===== src/rtl/tpds_pkg.sv =====
// shared types, widths and direction codes for the tile direction select
`default_nettype none
package tpds_pkg;

  localparam int SMP_W  = 12;   // Q1.10 sample
  localparam int DIFF_W = 13;   // sample difference
  localparam int MAG_W  = 12;   // magnitude of a difference
  localparam int SQ_W   = 24;   // square of a magnitude
  localparam int ACC_W  = 33;   // energy accumulator

  localparam logic [ACC_W-1:0] ACC_MAX = '1;

  typedef enum logic [1:0] {
    DIR_NONE   = 2'd0,
    DIR_LEFT   = 2'd1,
    DIR_UP     = 2'd2,
    DIR_UPLEFT = 2'd3
  } dir_t;

  // one input beat after unpacking
  typedef struct packed {
    logic signed [SMP_W-1:0] cur;
    logic signed [SMP_W-1:0] left;
    logic signed [SMP_W-1:0] up;
    logic signed [SMP_W-1:0] upleft;
    logic                    has_left;
    logic                    has_up;
    logic                    last;
  } in_beat_t;

  // squared terms of one sample
  typedef struct packed {
    logic [SQ_W-1:0] plain;
    logic [SQ_W-1:0] left;
    logic [SQ_W-1:0] up;
    logic [SQ_W-1:0] upleft;
    logic            has_left;
    logic            has_up;
    logic            last;
  } sq_beat_t;

  // tile energies at the last sample
  typedef struct packed {
    logic [ACC_W-1:0] plain;
    logic [ACC_W-1:0] left;
    logic [ACC_W-1:0] up;
    logic [ACC_W-1:0] upleft;
    logic             has_left;
    logic             has_up;
  } sums_t;

endpackage
`default_nettype wire


===== src/rtl/tile_prediction_direction_select.sv =====
// top level: per-tile prediction direction from sample energies
//
//  channel | dir | tdata                                   | tuser               | tlast
//  in_     | in  | [11:0] cur [23:12] left [35:24] up      | [0] has_left        | last sample
//          |     | [47:36] upleft, signed Q1.10            | [1] has_up          |
//  out_    | out | [1:0] pred_direction, [7:2] zero        | -                   | -
//
// one sample beat per cycle while in_tready is high; input, square, decision and result
// registers in line, so a tile's direction is on out_tdata once its last sample has passed them.
// rst_n clears stage valids and the four accumulators; energies restart
// at zero after every last sample.
// a stalled result only holds back the last sample of a following tile, and the
// samples behind it, once the decision register is also full.
`default_nettype none
module tile_prediction_direction_select
  import tpds_pkg::*;
(
  input  wire logic        clk,
  input  wire logic        rst_n,
  input  wire logic        in_tvalid,
  output logic             in_tready,
  input  wire logic [47:0] in_tdata,   // cur, left, up, upleft
  input  wire logic [1:0]  in_tuser,   // has_left, has_up
  input  wire logic        in_tlast,
  output logic             out_tvalid,
  input  wire logic        out_tready,
  output logic [7:0]       out_tdata   // pred_direction, zero fill
);

  in_beat_t in_beat;
  sq_beat_t sq_beat;
  sums_t    sums;
  logic     sq_valid;
  logic     sq_go;
  logic     d_free;
  dir_t     out_dir;

  // unpack the input beat
  always_comb begin
    in_beat.cur      = in_tdata[11:0];
    in_beat.left     = in_tdata[23:12];
    in_beat.up       = in_tdata[35:24];
    in_beat.upleft   = in_tdata[47:36];
    in_beat.has_left = in_tuser[0];
    in_beat.has_up   = in_tuser[1];
    in_beat.last     = in_tlast;
  end

  // a last sample waits for room in the decision register
  assign sq_go = sq_valid && (!sq_beat.last || d_free);

  tpds_square u_square (
    .clk      (clk),
    .rst_n    (rst_n),
    .in_valid (in_tvalid),
    .in_ready (in_tready),
    .in_beat  (in_beat),
    .sq_valid (sq_valid),
    .sq_go    (sq_go),
    .sq_beat  (sq_beat)
  );

  tpds_accum u_accum (
    .clk     (clk),
    .rst_n   (rst_n),
    .sq_go   (sq_go),
    .sq_beat (sq_beat),
    .sums    (sums)
  );

  tpds_decide u_decide (
    .clk       (clk),
    .rst_n     (rst_n),
    .load      (sq_go && sq_beat.last),
    .sums      (sums),
    .d_free    (d_free),
    .out_valid (out_tvalid),
    .out_ready (out_tready),
    .out_dir   (out_dir)
  );

  assign out_tdata = {6'b0, out_dir};

endmodule
`default_nettype wire


===== src/rtl/tpds_square.sv =====
// input register and squaring stage
`default_nettype none
module tpds_square
  import tpds_pkg::*;
(
  input  wire logic     clk,
  input  wire logic     rst_n,
  input  wire logic     in_valid,
  output logic          in_ready,
  input  wire in_beat_t in_beat,
  output logic          sq_valid,
  input  wire logic     sq_go,
  output sq_beat_t      sq_beat
);

  logic     s1_valid_r;
  in_beat_t s1_r;
  logic     s2_valid_r;
  sq_beat_t s2_r;
  sq_beat_t sq_nxt;
  logic     s2_free;

  logic signed [DIFF_W-1:0] d_plain, d_left, d_up, d_upleft;
  logic [MAG_W-1:0]         m_plain, m_left, m_up, m_upleft;

  function automatic logic [MAG_W-1:0] mag(input logic signed [DIFF_W-1:0] d);
    logic signed [DIFF_W-1:0] n;
    n = -d;
    return d[DIFF_W-1] ? n[MAG_W-1:0] : d[MAG_W-1:0];
  endfunction

  // stage handshake
  assign s2_free  = !s2_valid_r || sq_go;
  assign in_ready = !s1_valid_r || s2_free;

  // sign-extended differences to each neighbor
  always_comb begin
    d_plain  = {s1_r.cur[SMP_W-1], s1_r.cur};
    d_left   = {s1_r.cur[SMP_W-1], s1_r.cur} - {s1_r.left[SMP_W-1], s1_r.left};
    d_up     = {s1_r.cur[SMP_W-1], s1_r.cur} - {s1_r.up[SMP_W-1], s1_r.up};
    d_upleft = {s1_r.cur[SMP_W-1], s1_r.cur} - {s1_r.upleft[SMP_W-1], s1_r.upleft};
    m_plain  = mag(d_plain);
    m_left   = mag(d_left);
    m_up     = mag(d_up);
    m_upleft = mag(d_upleft);
  end

  // four 12x12 squares
  always_comb begin
    sq_nxt.plain    = SQ_W'(m_plain) * SQ_W'(m_plain);
    sq_nxt.left     = SQ_W'(m_left) * SQ_W'(m_left);
    sq_nxt.up       = SQ_W'(m_up) * SQ_W'(m_up);
    sq_nxt.upleft   = SQ_W'(m_upleft) * SQ_W'(m_upleft);
    sq_nxt.has_left = s1_r.has_left;
    sq_nxt.has_up   = s1_r.has_up;
    sq_nxt.last     = s1_r.last;
  end

  // stage valids
  always_ff @(posedge clk) begin
    if (!rst_n) begin
      s1_valid_r <= 1'b0;
      s2_valid_r <= 1'b0;
    end else begin
      if (in_ready) s1_valid_r <= in_valid;
      if (s2_free)  s2_valid_r <= s1_valid_r;
    end
  end

  // stage payloads
  always_ff @(posedge clk) begin
    if (in_ready && in_valid) s1_r <= in_beat;
    if (s2_free && s1_valid_r) s2_r <= sq_nxt;
  end

  assign sq_valid = s2_valid_r;
  assign sq_beat  = s2_r;

endmodule
`default_nettype wire


===== src/rtl/tpds_accum.sv =====
// four saturating energy accumulators, cleared after each tile
`default_nettype none
module tpds_accum
  import tpds_pkg::*;
(
  input  wire logic     clk,
  input  wire logic     rst_n,
  input  wire logic     sq_go,
  input  wire sq_beat_t sq_beat,
  output sums_t         sums
);

  logic [ACC_W-1:0] plain_r, left_r, up_r, upleft_r;
  logic [ACC_W-1:0] plain_nxt, left_nxt, up_nxt, upleft_nxt;

  function automatic logic [ACC_W-1:0] sat_add(input logic [ACC_W-1:0] acc,
                                                input logic [SQ_W-1:0]  sq);
    logic [ACC_W:0] s;
    s = {1'b0, acc} + (ACC_W+1)'(sq);
    return s[ACC_W] ? ACC_MAX : s[ACC_W-1:0];
  endfunction

  // running sums including the current beat
  always_comb begin
    plain_nxt  = sat_add(plain_r, sq_beat.plain);
    left_nxt   = sat_add(left_r, sq_beat.left);
    up_nxt     = sat_add(up_r, sq_beat.up);
    upleft_nxt = sat_add(upleft_r, sq_beat.upleft);
  end

  // accumulate, restart from zero after the last sample
  always_ff @(posedge clk) begin
    if (!rst_n) begin
      plain_r  <= '0;
      left_r   <= '0;
      up_r     <= '0;
      upleft_r <= '0;
    end else if (sq_go) begin
      if (sq_beat.last) begin
        plain_r  <= '0;
        left_r   <= '0;
        up_r     <= '0;
        upleft_r <= '0;
      end else begin
        plain_r  <= plain_nxt;
        left_r   <= left_nxt;
        up_r     <= up_nxt;
        upleft_r <= upleft_nxt;
      end
    end
  end

  always_comb begin
    sums.plain    = plain_nxt;
    sums.left     = left_nxt;
    sums.up       = up_nxt;
    sums.upleft   = upleft_nxt;
    sums.has_left = sq_beat.has_left;
    sums.has_up   = sq_beat.has_up;
  end

endmodule
`default_nettype wire


===== src/rtl/tpds_decide.sv =====
// tile energy register, minimum-energy decision and result register
`default_nettype none
module tpds_decide
  import tpds_pkg::*;
(
  input  wire logic  clk,
  input  wire logic  rst_n,
  input  wire logic  load,
  input  wire sums_t sums,
  output logic       d_free,
  output logic       out_valid,
  input  wire logic  out_ready,
  output dir_t       out_dir
);

  logic  d_valid_r;
  sums_t d_r;
  logic  out_valid_r;
  dir_t  out_dir_r;
  dir_t  dir_nxt;
  logic  out_free;
  logic  lt01, lt02, lt03, lt10, lt12, lt13, lt20, lt21, lt23;

  assign out_free = !out_valid_r || out_ready;
  assign d_free   = !d_valid_r || out_free;

  // pairwise strict compares
  always_comb begin
    lt01 = d_r.plain < d_r.left;
    lt02 = d_r.plain < d_r.up;
    lt03 = d_r.plain < d_r.upleft;
    lt10 = d_r.left < d_r.plain;
    lt12 = d_r.left < d_r.up;
    lt13 = d_r.left < d_r.upleft;
    lt20 = d_r.up < d_r.plain;
    lt21 = d_r.up < d_r.left;
    lt23 = d_r.up < d_r.upleft;
  end

  // strict-minimum cascade, up-left when no single minimum; with one neighbor a tie goes to it
  always_comb begin
    case ({d_r.has_left, d_r.has_up})
      2'b00:   dir_nxt = DIR_NONE;
      2'b10:   dir_nxt = lt01 ? DIR_NONE : DIR_LEFT;
      2'b01:   dir_nxt = lt02 ? DIR_NONE : DIR_UP;
      2'b11: begin
        if (lt01 && lt02 && lt03)      dir_nxt = DIR_NONE;
        else if (lt10 && lt12 && lt13) dir_nxt = DIR_LEFT;
        else if (lt20 && lt21 && lt23) dir_nxt = DIR_UP;
        else                           dir_nxt = DIR_UPLEFT;
      end
      default: dir_nxt = DIR_NONE;
    endcase
  end

  // valids
  always_ff @(posedge clk) begin
    if (!rst_n) begin
      d_valid_r   <= 1'b0;
      out_valid_r <= 1'b0;
    end else begin
      if (d_free)   d_valid_r   <= load;
      if (out_free) out_valid_r <= d_valid_r;
    end
  end

  // payloads
  always_ff @(posedge clk) begin
    if (d_free && load)        d_r       <= sums;
    if (out_free && d_valid_r) out_dir_r <= dir_nxt;
  end

  assign out_valid = out_valid_r;
  assign out_dir   = out_dir_r;

endmodule
`default_nettype wire


===== config.mk =====
export PLATFORM = sky130hd
export DESIGN_NAME = tile_prediction_direction_select
export DESIGN_NICKNAME = d
export VERILOG_FILES = /design/src/rtl/tpds_pkg.sv /design/src/rtl/tile_prediction_direction_select.sv /design/src/rtl/tpds_square.sv /design/src/rtl/tpds_accum.sv /design/src/rtl/tpds_decide.sv
export SDC_FILE = /design/constraint.sdc
export NUM_CORES = 2
export LEC_CHECK = 0
export CAP_MARGIN = 20
export CORE_AREA = 10 10 191 373
export DETAILED_ROUTE_END_ITERATION = 8
export DIE_AREA = 0 0 201 383
export DONT_BUFFER_PORTS = 1
export HOLD_SLACK_MARGIN = 0.15
export PLACE_DENSITY = 0.78
export SLEW_MARGIN = 10
export SYNTH_ARGS = -nofsm -noshare
export SYNTH_HDL_FRONTEND = slang
export SYNTH_SLANG_ARGS = --single-unit

===== constraint.sdc =====
create_clock -name clk -period 17.84 [get_ports clk]
set_input_delay 2.676 -clock clk [delete_from_list [all_inputs] [get_ports clk]]
set_output_delay 2.676 -clock clk [all_outputs]
set_load 0.02 [all_outputs]

==> results.py <==
metrics = {
    "worst_setup_path": {
        "path_buf_inv": 7,
        "path_delay_family": "adder cells",
        "r2r_slack_ps": 8670,
        "cp.arrival_ps": 9510,
        "crit_slowest_cell": "xor2_1",
        "r2r_end": "u_square.sq_beat[49]$_DFFE_PP_",
        "worstSetupEndpointType": "flop",
        "crit_type": "reg -> reg",
        "r2r-start": "u_square.d_plain[1]$_DFFE_PP_",
        "required_ps": 18170,
        "cp_max_fo": 12,
        "cpPeakStageDelay_ps": 770,
        "start_kind": "flop",
        "rr_worst_depth": 31,
    },
    "drt": {
        "postRouteAntennaNets": 0,
        "avgRoutedWirePerCell_um": 18.9,
        "drc_errors": 0,
        "routed_via_density": 5.89,
        "drt_iter0_markers": 1766,
        "drt_pass1_iterations": 5,
        "routed_wl_um": 98000,
        "vias": 30583,
    },
    "clocking": {
        "clk_latency_ps": 590,
        "post_cts_buffers": 0,
        "cts_tree": "yes",
        "cts_hold_buf": 0,
        "cts_buffer_depth": 3,
        "cts_resized": 0,
        "clock_sinks": 418,
        "htreeDepth": 2,
        "root_buffer": "clkbuf_16",
        "clk_pin_slew_worst_paths_ps": 70,
        "cts_made_buffers": 40,
    },
    "cells_and_area": {
        "seq_area_um2": 11200,
        "multi_input_area_um2": 26500,
        "area_growth_pct": 5.90,
        "drive_gt1_frac": 0.0394,
        "layout_commonest_cell": "inv_1",
        "stdcell_count": 5192,
        "design_area_um2": 43100,
        "antenna_cells": 0,
        "fillers": 5200,
        "mostFrequentLayoutCells": "706 x inv_1, 552 x ha_1, 353 x nor2_1",
        "nNetsFinal": 5211,
    },
    "job": {
        "drv_cap": 0,
    },
    "synth": {
        "async_flop_share": 0,
        "ys_warn_count": 0,
        "ys_seq_area_frac": 0.275,
        "synth_edf_count": 282,
        "synth-main-ff-cell": "edfxtp_1",
        "ys_seq_elements": 418,
        "synth_cell_type_count": 84,
        "syn_area_per_cell_um2": 9.49,
        "syn_inst": 4288,
        "syn-cell-area_um2": 40700,
    },
    "placed_design": {
        "hpwlAfterDp_um": 79800,
        "gp_congestion": 0.964,
        "dp_cells": 5115,
        "port-buffer-count": 0,
        "placed_cell_area_um2": 41700,
    },
    "sta": {
        "hold_viol": 0,
        "worst_pin_slew_ps": 1070,
        "drv_slew": 0,
        "finalCritPeriodShare": 0.514,
        "layout_min_cycle_time_ps": 9170,
        "tns_ps": 0,
        "finalHoldWorstSlack_ps": 421,
        "rsz0062_at_grt": "no",
        "skew_ps": 23.6,
        "setup_viol": 0,
        "relSlewSlack": 0.284,
        "max_freq_ghz": 0.109,
    },
    "worst_hold_path": {
        "min_path_type": "reg -> reg",
        "whs_endpoint": "u_square.sq_beat[0]$_DFFE_PP_",
        "hp-start": "u_square.s1_r[0]$_DFFE_PP_",
        "whs_path_depth": 0,
    },
    "grt": {
        "grt_pass1_vias": 31479,
        "grt_pass1_wl_um": 159000,
        "gr-usage-all-layers": 0.253,
        "grt_overflow_total": 0,
        "grt_max_degree": 76,
        "grt_antenna_before_repair": 0,
    },
    "run_status": {
        "outcome": "finished, final reports clean",
    },
    "floorplan": {
        "core.rowCount": 133,
        "die_x_um": 201,
        "coreArea_um2": 65400,
        "die_h_um": 383,
        "die_area_um2": 77000,
        "num_io_pins": 65,
        "floorplan.initialDensity": 0.622,
    },
}
[area by class of cell]
cell class / instances / area share
Multi-Input combinational cell: 3059 / 0.614
Sequential cell: 418 / 0.260
Inverter: 737 / 0.0642
Clock buffer: 50 / 0.0265
Tap cell: 877 / 0.0255
Clock inverter: 24 / 0.00537
Timing Repair Buffer: 27 / 0.00499
[sequential cells by signal, summed over array words and instances, names as in the netlist]
name,count
u_square.d_plain,12
u_square.s1_valid_r,1
u_square.sq_beat,95
u_accum.upleft_r,33
u_decide.out_dir,2
u_decide.out_valid,1
u_decide.d_valid_r,1
u_accum.up_r,33
u_square.s1_r,39
u_square.sq_valid,1
u_decide.d_r,134
u_accum.plain_r,33
u_accum.left_r,33
[per-stage QoR]
step | worst slack, ps | utilization
finish | 8670 | 0.659
detailed placement | 8680 | 0.638
floorplan | 7890 | -
global route | 8120 | 0.659
CTS | 8680 | 0.659
global placement | 9020 | 0.638
[worst max-delay path by stage]
stage                                        from                             end  slack [ps]  cells past startpoint
finish              u_square.d_plain[1]$_DFFE_PP_  u_square.sq_beat[49]$_DFFE_PP_        8670                     31
global route        u_square.d_plain[1]$_DFFE_PP_  u_square.sq_beat[49]$_DFFE_PP_        8120                     31
CTS                 u_square.d_plain[1]$_DFFE_PP_  u_square.sq_beat[49]$_DFFE_PP_        8680                     31
detailed placement  u_square.d_plain[1]$_DFFE_PP_  u_square.sq_beat[49]$_DFFE_PP_        8680                     31
global placement    u_square.d_plain[1]$_DFFE_PP_  u_square.sq_beat[49]$_DFFE_PP_        9020                     31
floorplan                              out_tready       u_decide.d_r[0]$_DFFE_PP_        7890                      2
[kinds of logic (layout without fill, tap and decap cells)]
logic type | count (synthesis) | in the layout | share of synthesized area
AND/OR/NAND/NOR | 1082 | 1082 | 0.126
adder cells (fa/ha/maj) | 873 | 873 | 0.328
AO/OA/AOI/OAI | 842 | 842 | 0.141
buffers and inverters | 822 | 838 | 0.0767
flip-flops | 418 | 418 | 0.275
XOR/XNOR | 233 | 233 | 0.0501
multiplexers | 16 | 16 | 0.00427
other | 2 | 13 | 0.000184
[metal layers]
| metal | vias up | track usage | routed length, um |
|---|---|---|---|
| met3 | 271 | 0.0325 | 4750 |
| met1 | 14761 | 0.293 | 38800 |
| met5 | - | 0 | 0 |
| li1 | 14661 | - | - |
| met2 | 890 | 0.450 | 49000 |
| met4 | 0 | 0.130 | 5450 |
[cell usage after synthesis (6+ instances only)]
cell | n | area share
a2111oi_0 | 10 | 0.0022
a211o_1 | 9 | 0.0019
a211oi_1 | 30 | 0.0055
a21o_1 | 104 | 0.019
a21oi_1 | 207 | 0.025
a22o_1 | 102 | 0.022
a311oi_1 | 14 | 0.0030
a31oi_1 | 42 | 0.0065
a41oi_1 | 7 | 0.0015
and2_1 | 25 | 0.0038
and3_1 | 45 | 0.0069
and4_1 | 11 | 0.0024
buf_4 | 9 | 0.0017
clkbuf_1 | 73 | 0.0067
dfxtp_1 | 136 | 0.067
edfxtp_1 | 282 | 0.21
fa_1 | 321 | 0.16
ha_1 | 552 | 0.17
inv_1 | 706 | 0.065
inv_2 | 31 | 0.0029
mux2_2 | 7 | 0.0019
nand2_1 | 282 | 0.026
nand2b_1 | 65 | 0.010
nand3_1 | 55 | 0.0068
nand4_1 | 43 | 0.0066
nor2_1 | 353 | 0.033
nor2b_1 | 49 | 0.0075
nor3_1 | 61 | 0.0075
nor4_1 | 15 | 0.0023
o2111ai_1 | 6 | 0.0013
o211ai_1 | 22 | 0.0041
o21a_1 | 35 | 0.0065
o21ai_0 | 109 | 0.013
o21ai_1 | 27 | 0.0033
o21bai_1 | 26 | 0.0048
o31ai_1 | 13 | 0.0024
or2_1 | 17 | 0.0026
or2_2 | 13 | 0.0020
or3_1 | 26 | 0.0040
or4_1 | 6 | 0.0011
xnor2_1 | 164 | 0.035
xor2_1 | 69 | 0.015
Power is left out: the tool's default activity adds up to more than one toggle a clock period on the data nets, which glitch-free logic cannot reach.
